File: config.mk
export PLATFORM = sky130hd
export DESIGN_NAME = frame_time_to_texture_lookup_flat
export DESIGN_NICKNAME = d
export VERILOG_FILES = /design/src/hw/rtl/ftt_pkg.sv /design/src/hw/rtl/ftt_item_if.sv /design/src/hw/rtl/ftt_result_if.sv /design/src/hw/rtl/ftt_frame_ram.sv /design/src/hw/rtl/ftt_modulo.sv /design/src/hw/rtl/frame_time_to_texture_lookup.sv /design/src/flat_wrapper.sv
export SDC_FILE = /design/constraint.sdc
export NUM_CORES = 2
export LEC_CHECK = 0
export ABC_AREA = 1
export BUFFER_PORTS_ARGS = -buffer_cell sky130_fd_sc_hd__buf_2
export CORE_ASPECT_RATIO = 1.5
export CORE_MARGIN = 2
export CORE_UTILIZATION = 42
export DETAILED_ROUTE_END_ITERATION = 10
export SYNTH_ARGS = -nofsm -noshare
export SYNTH_HDL_FRONTEND = slang
export SYNTH_SLANG_ARGS = --single-unit
export TNS_END_PERCENT = 20
File: constraint.sdc
create_clock -name clk -period 5.5 [get_ports clk]
set_input_delay 0.275 -clock clk [delete_from_list [all_inputs] [get_ports clk]]
set_output_delay 0.275 -clock clk [all_outputs]
set_load 0.01 [all_outputs]
File: src/hw/rtl/ftt_pkg.sv
// shared constants, types and state codes of the frame time to texture lookup
package ftt_pkg;

    localparam int MAX_FRAMES   = 32;
    localparam int TEXTURE_BITS = 16;
    localparam int DELAY_BITS   = 32;

    localparam int TEX_PORT_BITS   = 16;
    localparam int DELAY_PORT_BITS = 32;
    localparam int ELAPSED_BITS    = 64;

    localparam int IDX_BITS   = (MAX_FRAMES > 1) ? $clog2(MAX_FRAMES) : 1;
    localparam int COUNT_BITS = $clog2(MAX_FRAMES + 1);
    localparam int TOTAL_BITS = DELAY_BITS + $clog2(MAX_FRAMES);
    localparam int STEP_BITS  = $clog2(ELAPSED_BITS + 1);

    localparam logic KIND_APPEND = 1'b0;
    localparam logic KIND_QUERY  = 1'b1;

    typedef struct packed {
        logic                       kind;
        logic [TEX_PORT_BITS-1:0]   texture_in;
        logic [DELAY_PORT_BITS-1:0] frame_delay;
        logic [ELAPSED_BITS-1:0]    elapsed_time;
    } item_beat_t;

    typedef struct packed {
        logic [TEX_PORT_BITS-1:0] texture_out;
        logic                     texture_valid;
        logic                     table_full;
    } result_beat_t;

    typedef struct packed {
        logic [TEXTURE_BITS-1:0] texture;
        logic [DELAY_BITS-1:0]   delay;
    } frame_entry_t;

    typedef enum logic [1:0] {
        ST_IDLE,
        ST_MOD,
        ST_WALK,
        ST_DONE
    } ftt_state_t;

endpackage

File: src/hw/rtl/ftt_item_if.sv
// input channel carrying append and query beats
interface ftt_item_if;
    import ftt_pkg::*;

    logic       valid;
    logic       ready;
    item_beat_t beat;

    modport source (output valid, output beat, input ready);
    modport sink   (input valid, input beat, output ready);
endinterface

File: src/hw/rtl/ftt_result_if.sv
// output channel carrying result beats
interface ftt_result_if;
    import ftt_pkg::*;

    logic         valid;
    logic         ready;
    result_beat_t beat;

    modport source (output valid, output beat, input ready);
    modport sink   (input valid, input beat, output ready);
endinterface

File: src/hw/rtl/ftt_frame_ram.sv
// frame table memory: one write port, one registered read port
module ftt_frame_ram (
    input  logic                           clk,
    input  logic                           we,
    input  logic [ftt_pkg::IDX_BITS-1:0]   waddr,
    input  ftt_pkg::frame_entry_t          wdata,
    input  logic                           re,
    input  logic [ftt_pkg::IDX_BITS-1:0]   raddr,
    output ftt_pkg::frame_entry_t          rdata
);
    import ftt_pkg::*;

    frame_entry_t mem [MAX_FRAMES];
    frame_entry_t rdata_reg;

    always_ff @(posedge clk)
    begin
        if (we)
        begin
            mem[waddr] <= wdata;
        end
    end

    always_ff @(posedge clk)
    begin
        if (re)
        begin
            rdata_reg <= mem[raddr];
        end
    end

    assign rdata = rdata_reg;
endmodule

File: src/hw/rtl/ftt_modulo.sv
// bit-serial restoring remainder of the elapsed time by the total duration
module ftt_modulo (
    input  logic                              clk,
    input  logic                              rst_n,
    input  logic                              start,
    input  logic [ftt_pkg::ELAPSED_BITS-1:0]  dividend,
    input  logic [ftt_pkg::TOTAL_BITS-1:0]    divisor,
    output logic                              done,
    output logic [ftt_pkg::TOTAL_BITS-1:0]    remainder
);
    import ftt_pkg::*;

    logic [ELAPSED_BITS-1:0] dvd_reg, dvd_next;
    logic [TOTAL_BITS-1:0]   div_reg, div_next;
    logic [TOTAL_BITS-1:0]   rem_reg, rem_next;
    logic [STEP_BITS-1:0]    cnt_reg, cnt_next;
    logic                    done_reg, done_next;
    logic [TOTAL_BITS:0]     shifted;
    logic [TOTAL_BITS:0]     diff;

    always_comb
    begin
        dvd_next  = dvd_reg;
        div_next  = div_reg;
        rem_next  = rem_reg;
        cnt_next  = cnt_reg;
        done_next = 1'b0;
        shifted   = {rem_reg, dvd_reg[ELAPSED_BITS-1]};
        diff      = shifted - {1'b0, div_reg};
        if (start)
        begin
            dvd_next = dividend;
            div_next = divisor;
            rem_next = '0;
            cnt_next = STEP_BITS'(ELAPSED_BITS);
        end
        else if (cnt_reg != '0)
        begin
            dvd_next = {dvd_reg[ELAPSED_BITS-2:0], 1'b0};
            if (shifted >= {1'b0, div_reg})
            begin
                rem_next = diff[TOTAL_BITS-1:0];
            end
            else
            begin
                rem_next = shifted[TOTAL_BITS-1:0];
            end
            cnt_next = cnt_reg - 1'b1;
            if (cnt_reg == STEP_BITS'(1))
            begin
                done_next = 1'b1;
            end
        end
    end

    always_ff @(posedge clk or negedge rst_n)
    begin
        if (!rst_n)
        begin
            cnt_reg  <= '0;
            done_reg <= 1'b0;
        end
        else
        begin
            cnt_reg  <= cnt_next;
            done_reg <= done_next;
        end
    end

    always_ff @(posedge clk)
    begin
        dvd_reg <= dvd_next;
        div_reg <= div_next;
        rem_reg <= rem_next;
    end

    assign done      = done_reg;
    assign remainder = rem_reg;
endmodule

File: src/hw/rtl/frame_time_to_texture_lookup.sv
// top level of the frame time to texture lookup
// An append beat writes its frame into the table in the cycle it is taken and
// its registered result appears in the cycle after; a full table drops it and flags
// table_full. A query beat takes the elapsed time modulo the running total
// duration in a bit-serial unit (one dividend bit a cycle), then walks the
// frame memory entry by entry behind its registered read port until a hit
// or the last frame; an empty table or a zero total answers from idle with
// an empty result. One beat is worked on at a time; a finished result waits
// in an output register, and the next beat is taken only once that register
// is free or being read.
module frame_time_to_texture_lookup (
    input  logic         clk,
    input  logic         rst_n,
    ftt_item_if.sink     item,
    ftt_result_if.source result
);
    import ftt_pkg::*;

    ftt_state_t            state_reg, state_next;
    logic [COUNT_BITS-1:0] count_reg, count_next;
    logic [TOTAL_BITS-1:0] total_reg, total_next;
    logic                  out_vld_reg, out_vld_next;
    result_beat_t          out_beat_reg, out_beat_next;
    result_beat_t          res_reg, res_next;
    logic [COUNT_BITS-1:0] rd_idx_reg, rd_idx_next;
    logic [IDX_BITS-1:0]   chk_idx_reg, chk_idx_next;
    logic                  chk_vld_reg, chk_vld_next;
    logic [TOTAL_BITS-1:0] start_reg, start_next;

    logic                  slot_free;
    logic                  accept;
    logic                  ram_we;
    logic                  ram_re;
    frame_entry_t          ram_wdata;
    frame_entry_t          ram_rdata;
    logic                  mod_start;
    logic                  mod_done;
    logic [TOTAL_BITS-1:0] mod_rem;
    logic [TOTAL_BITS:0]   sum;
    logic [TOTAL_BITS-1:0] frame_end;

    ftt_frame_ram u_ram (
        .clk   (clk),
        .we    (ram_we),
        .waddr (count_reg[IDX_BITS-1:0]),
        .wdata (ram_wdata),
        .re    (ram_re),
        .raddr (rd_idx_reg[IDX_BITS-1:0]),
        .rdata (ram_rdata)
    );

    ftt_modulo u_mod (
        .clk       (clk),
        .rst_n     (rst_n),
        .start     (mod_start),
        .dividend  (item.beat.elapsed_time),
        .divisor   (total_reg),
        .done      (mod_done),
        .remainder (mod_rem)
    );

    assign slot_free   = !out_vld_reg || result.ready;
    assign item.ready  = (state_reg == ST_IDLE) && slot_free;
    assign accept      = item.valid && item.ready;
    assign ram_wdata.texture = TEXTURE_BITS'(item.beat.texture_in);
    assign ram_wdata.delay   = DELAY_BITS'(item.beat.frame_delay);
    assign sum         = {1'b0, total_reg} + (TOTAL_BITS + 1)'(ram_wdata.delay);
    assign frame_end   = start_reg + TOTAL_BITS'(ram_rdata.delay);

    always_comb
    begin
        state_next    = state_reg;
        count_next    = count_reg;
        total_next    = total_reg;
        out_vld_next  = out_vld_reg && !result.ready;
        out_beat_next = out_beat_reg;
        res_next      = res_reg;
        rd_idx_next   = rd_idx_reg;
        chk_idx_next  = chk_idx_reg;
        chk_vld_next  = chk_vld_reg;
        start_next    = start_reg;
        ram_we        = 1'b0;
        ram_re        = 1'b0;
        mod_start     = 1'b0;
        unique case (state_reg)
            ST_IDLE:
            begin
                if (accept)
                begin
                    out_beat_next = '0;
                    if (item.beat.kind == KIND_APPEND)
                    begin
                        out_vld_next = 1'b1;
                        if (count_reg >= COUNT_BITS'(MAX_FRAMES))
                        begin
                            out_beat_next.table_full = 1'b1;
                        end
                        else
                        begin
                            ram_we     = 1'b1;
                            count_next = count_reg + 1'b1;
                            total_next = sum[TOTAL_BITS] ? '1 : sum[TOTAL_BITS-1:0];
                        end
                    end
                    else if (count_reg == '0 || total_reg == '0)
                    begin
                        out_vld_next = 1'b1;
                    end
                    else
                    begin
                        mod_start  = 1'b1;
                        state_next = ST_MOD;
                    end
                end
            end
            ST_MOD:
            begin
                if (mod_done)
                begin
                    rd_idx_next = '0;
                    chk_vld_next = 1'b0;
                    start_next  = '0;
                    state_next  = ST_WALK;
                end
            end
            ST_WALK:
            begin
                ram_re       = 1'b1;
                rd_idx_next  = rd_idx_reg + 1'b1;
                chk_idx_next = rd_idx_reg[IDX_BITS-1:0];
                chk_vld_next = rd_idx_reg < count_reg;
                if (chk_vld_reg)
                begin
                    if (mod_rem < frame_end)
                    begin
                        res_next.texture_out   = TEX_PORT_BITS'(ram_rdata.texture);
                        res_next.texture_valid = 1'b1;
                        res_next.table_full    = 1'b0;
                        state_next = ST_DONE;
                    end
                    else
                    begin
                        start_next = frame_end;
                        if (chk_idx_reg == IDX_BITS'(count_reg - 1'b1))
                        begin
                            res_next   = '0;
                            state_next = ST_DONE;
                        end
                    end
                end
            end
            ST_DONE:
            begin
                if (slot_free)
                begin
                    out_vld_next  = 1'b1;
                    out_beat_next = res_reg;
                    state_next    = ST_IDLE;
                end
            end
            default:
            begin
                state_next = ST_IDLE;
            end
        endcase
    end

    always_ff @(posedge clk or negedge rst_n)
    begin
        if (!rst_n)
        begin
            state_reg   <= ST_IDLE;
            count_reg   <= '0;
            total_reg   <= '0;
            out_vld_reg <= 1'b0;
            chk_vld_reg <= 1'b0;
        end
        else
        begin
            state_reg   <= state_next;
            count_reg   <= count_next;
            total_reg   <= total_next;
            out_vld_reg <= out_vld_next;
            chk_vld_reg <= chk_vld_next;
        end
    end

    always_ff @(posedge clk)
    begin
        out_beat_reg <= out_beat_next;
        res_reg      <= res_next;
        rd_idx_reg   <= rd_idx_next;
        chk_idx_reg  <= chk_idx_next;
        start_reg    <= start_next;
    end

    assign result.valid = out_vld_reg;
    assign result.beat  = out_beat_reg;
endmodule
File: src/flat_wrapper.sv
// flat-port wrapper written by rule: the top's interface ports become plain ports
module frame_time_to_texture_lookup_flat import ftt_pkg::*;
  (clk, rst_n, item_valid, item_beat, item_ready, result_valid, result_beat, result_ready);
  ftt_item_if item_i ();
  ftt_result_if result_i ();
  input  logic clk;
  input  logic rst_n;
  input wire logic [$bits(item_i.valid)-1:0] item_valid;
  input wire logic [$bits(item_i.beat)-1:0] item_beat;
  output wire logic [$bits(item_i.ready)-1:0] item_ready;
  output wire logic [$bits(result_i.valid)-1:0] result_valid;
  output wire logic [$bits(result_i.beat)-1:0] result_beat;
  input wire logic [$bits(result_i.ready)-1:0] result_ready;
  assign item_i.valid = item_valid;
  assign item_i.beat = item_beat;
  assign item_ready = item_i.ready;
  assign result_valid = result_i.valid;
  assign result_beat = result_i.beat;
  assign result_i.ready = result_ready;
  frame_time_to_texture_lookup u_core (.clk(clk), .rst_n(rst_n), .item(item_i), .result(result_i));
endmodule
==> metrics <==
most frequent cells in the layout=edfxtp_1 (1768), nor2_1 (1090), nand2_1 (1056); max reg flops=1536; Fmax=0.204 GHz; predominant post-synthesis flop cell=edfxtp_1; Crit path max-delay family=compound AO/OA/AOI/OAI gates; Switching Fraction=0.402; hold slack=33.4 ps; H-tree Lvls=4; setup slack, reg-to-reg=600 ps; Layout Nets=7552; number of synthesized flops with an enable pin=1768; Iter 0 DRT Violations=5389; Synth Net Count=7384; Cell Int Power=29000 uW; Via Count=56314; gr usage total=0.252; Slew @ Worst Pin=1270 ps; Critical Path End Type=flop; Worst-path clk slew=60 ps; ANT nets after route=0; Critical Path AT=5340 ps; worst reg2reg path startpoint=u_core.u_ram.rdata[0]$_DFFE_PP_; I/O Pins=137; first-pass GRT wire length=364 mm; Filler cells=16875; Critical Setup Path Class=flop to flop; RSZ-0062 raised after global routing=false; Mean Syn Cell Area=11.4 um2; Worst EP required=5940 ps; mapped cell area=80800 um2; number of global-route vias before repair=54986; DRC violation count after routing=0; via/cell ratio=5.68; Register-to-Register Path Depth=19; initial antenna violation count=21; worst skew pair latency=880 ps; share of layout cells above drive strength 1=0.0810; Clk network pwr share=0.247; # setup viols final=0; die width=362 um; final hold viol count=0; Routed met1 length=93.2 mm; gr ovfl total=0; Buffers on Ports=136; critical path's slowest cell=a21oi_2; die area=196000 um2; crit-path max FO=17; Worst Hold Launch=item_beat[69]; synth unique cells=53; Pwr per Cell Area=533 nW/um2; max-slew violations=0; hold endpoint=u_core.u_ram.mem[29][5]$_DFFE_PP_; cells along the critical path=ha_1, fa_1, nand3_1, nand2_1, nand2_1, o211ai_1, nand2_1, nand2_1, nand2_1, nand2_1, xnor2_1, ha_1, a21oi_1, o21ai_0, nand2_1, nand3_1, nor2_1, nand3_1, a21oi_2; Starting Density=0.422; post-synthesis sequential area ratio=0.683; post_cts resized=0; clock root buffer=clkbuf_16; Critical R2R Capture=u_core.res_reg[14]$_SDFFCE_PP0P_; Gate Count Post-Synth=7110; Routed WL=253 mm; Die H=541 um; outcome=complete, no violations; sequential share of power=0.366; crit start category=flop; Critical Path Stages=19; Most common cell on crit path=nand2_1; count of standard-cell rows=197; post-placement cell area=84500 um2; area grow syn2layout=12.7%; wire length on met3=14.6 mm; worst vdd rail ir drop=0.760 mV; minimum clock period=4900 ps; Ys Warns=0; Post-synth ARST share=0.0296; Sw Pwr=19500 uW; Routed WL per cell=25.5 um; post-route clock skew=64.9 ps; final worst path period share=0.890; flip-flop and latch count after synthesis=1860; TritonCTS clock tree=yes; HP Class=input port to flop; clk buf depth=4; largest net degree at the start of global routing=200; Worst path max stage delay=990 ps; Design Area, Final=91100 um2; met2 routed WL=131 mm; half-perimeter wire length after placement=152 mm; worst hold stages=1; CTS buffer count=180; drt first pass iters=5; highest routed layer=met5; leak pwr=0.0327 uW; maxcap violations=0; Setup TNS=0 ps; GP Congestion=0.941; dpl cells=9484; Post-CTS Repair Setup Buffers=0; Non-Filler Instances=9908; most common cell after layout, fill and taps aside=edfxtp_1; Sink Count=1860; Comb pwr share=0.387; slew margin rel.=0.149; buffers and inverters on the worst path=0; core footprint=192000 um2
==> synthesized netlist by cell type, types with 3 or more instances <==
| cell type | instances | share of area |
|---|---|---|
| o21ai_0 | 862 | 0.053 |
| fa_1 | 3 | 0.00074 |
| a21oi_1 | 148 | 0.0092 |
| nand3_1 | 297 | 0.018 |
| buf_6 | 12 | 0.0017 |
| buf_2 | 92 | 0.0057 |
| buf_4 | 11 | 0.0010 |
| xor2_1 | 26 | 0.0028 |
| edfxtp_1 | 1768 | 0.66 |
| dfrtp_1 | 55 | 0.017 |
| buf_1 | 19 | 0.00088 |
| o21a_1 | 4 | 0.00037 |
| nor2_1 | 1124 | 0.052 |
| clkinv_1 | 3 | 0.00014 |
| inv_2 | 14 | 0.00065 |
| nand4_1 | 78 | 0.0060 |
| a21o_1 | 3 | 0.00028 |
| a21boi_0 | 4 | 0.00037 |
| clkbuf_1 | 232 | 0.011 |
| xnor2_1 | 47 | 0.0051 |
| nor2_2 | 9 | 0.00070 |
| nand2_1 | 1056 | 0.049 |
| o22ai_1 | 229 | 0.018 |
| nand2_2 | 11 | 0.00085 |
| nor3_1 | 25 | 0.0015 |
| inv_1 | 458 | 0.021 |
| nand3_2 | 5 | 0.00062 |
| o21ai_1 | 64 | 0.0040 |
| nor4_1 | 6 | 0.00046 |
| o221ai_1 | 157 | 0.017 |
| o21bai_1 | 10 | 0.00093 |
| dfxtp_1 | 37 | 0.0092 |
| nand3b_1 | 17 | 0.0016 |
| a31oi_1 | 4 | 0.00031 |
| ha_1 | 154 | 0.024 |
| nor2_4 | 5 | 0.00070 |
| o211ai_1 | 39 | 0.0036 |
==> power groups by stage <==
stage                     combinational [uW]  clock [uW]  sequential [uW]
after floorplan                        12200           0            17500
after global placement                 18600           0            18000
after detailed placement               18700           0            18100
after CTS                              18900       12200            17800
after global routing                   20800       12700            17800
final                                  18800       12000            17700
==> per-layer routing <==
layer	global-route usage	vias up
met1	0.295	27869
met4	0.132	8
met2	0.453	2167
met3	0.0283	563
met5	0	-
li1	-	25707
==> worst reg2reg max path, stage by stage, from the launching register on <==
cell and delay, ps:
edfxtp_1 370, ha_1 300, fa_1 510, nand3_1 130, nand2_1 120, nand2_1 90
o211ai_1 170, nand2_1 160, nand2_1 120, nand2_1 90, nand2_1 140, xnor2_1 240
ha_1 280, a21oi_1 140, o21ai_0 110, nand2_1 90, nand3_1 70, nor2_1 110
nand3_1 260, a21oi_2 1000
==> worst max path at each step <==
stage	end	start
final	u_core.res_reg[14]$_SDFFCE_PP0P_	u_core.u_ram.rdata[0]$_DFFE_PP_
after detailed placement	u_core.res_reg[17]$_SDFFCE_PP0P_	u_core.u_ram.rdata[0]$_DFFE_PP_
after floorplan	u_core.start_reg[0]$_SDFFCE_PN0P_	u_core.u_ram.rdata[0]$_DFFE_PP_
after global routing	u_core.res_reg[14]$_SDFFCE_PP0P_	u_core.u_ram.rdata[0]$_DFFE_PP_
after global placement	u_core.res_reg[16]$_SDFFCE_PP0P_	u_core.u_ram.rdata[0]$_DFFE_PP_
after CTS	u_core.res_reg[14]$_SDFFCE_PP0P_	u_core.u_ram.rdata[0]$_DFFE_PP_
==> repair_timing <==
action	CTS	global route
hold buffers	99	0
endpoints found under the setup margin	0	0
endpoints found under the hold margin	1017	0
==> per-stage QoR <==
stage	setup WS [ps]	power (uW)	utilization
after global placement	650	36600	0.441
final	604	48500	0.476
after global routing	304	51300	0.476
after detailed placement	634	36800	0.441
after floorplan	1260	29800	-
after CTS	603	48800	0.475
==> kinds of logic after synthesis <==
logic type	share of synthesized area
AO/OA/AOI/OAI	0.108
XOR/XNOR	0.00791
adder cells (fa/ha/maj)	0.0246
buffers and inverters	0.0422
flip-flops	0.683
AND/OR/NAND/NOR	0.134
==> final cells by class <==
class                           count  area (um2)  share of cell area
Sequential cell                  1860       55200               0.606
Tap cell                         2487        3110              0.0342
Clock inverter                    103         835             0.00916
Clock buffer                      212        4740              0.0520
Antenna cell                       10        25.0            0.000275
Timing Repair Buffer              352        2890              0.0317
Multi-Input combinational cell   4407       22500               0.247
Inverter                          477        1820              0.0199
No activity file was read; power rests on OpenSTA's default activity.
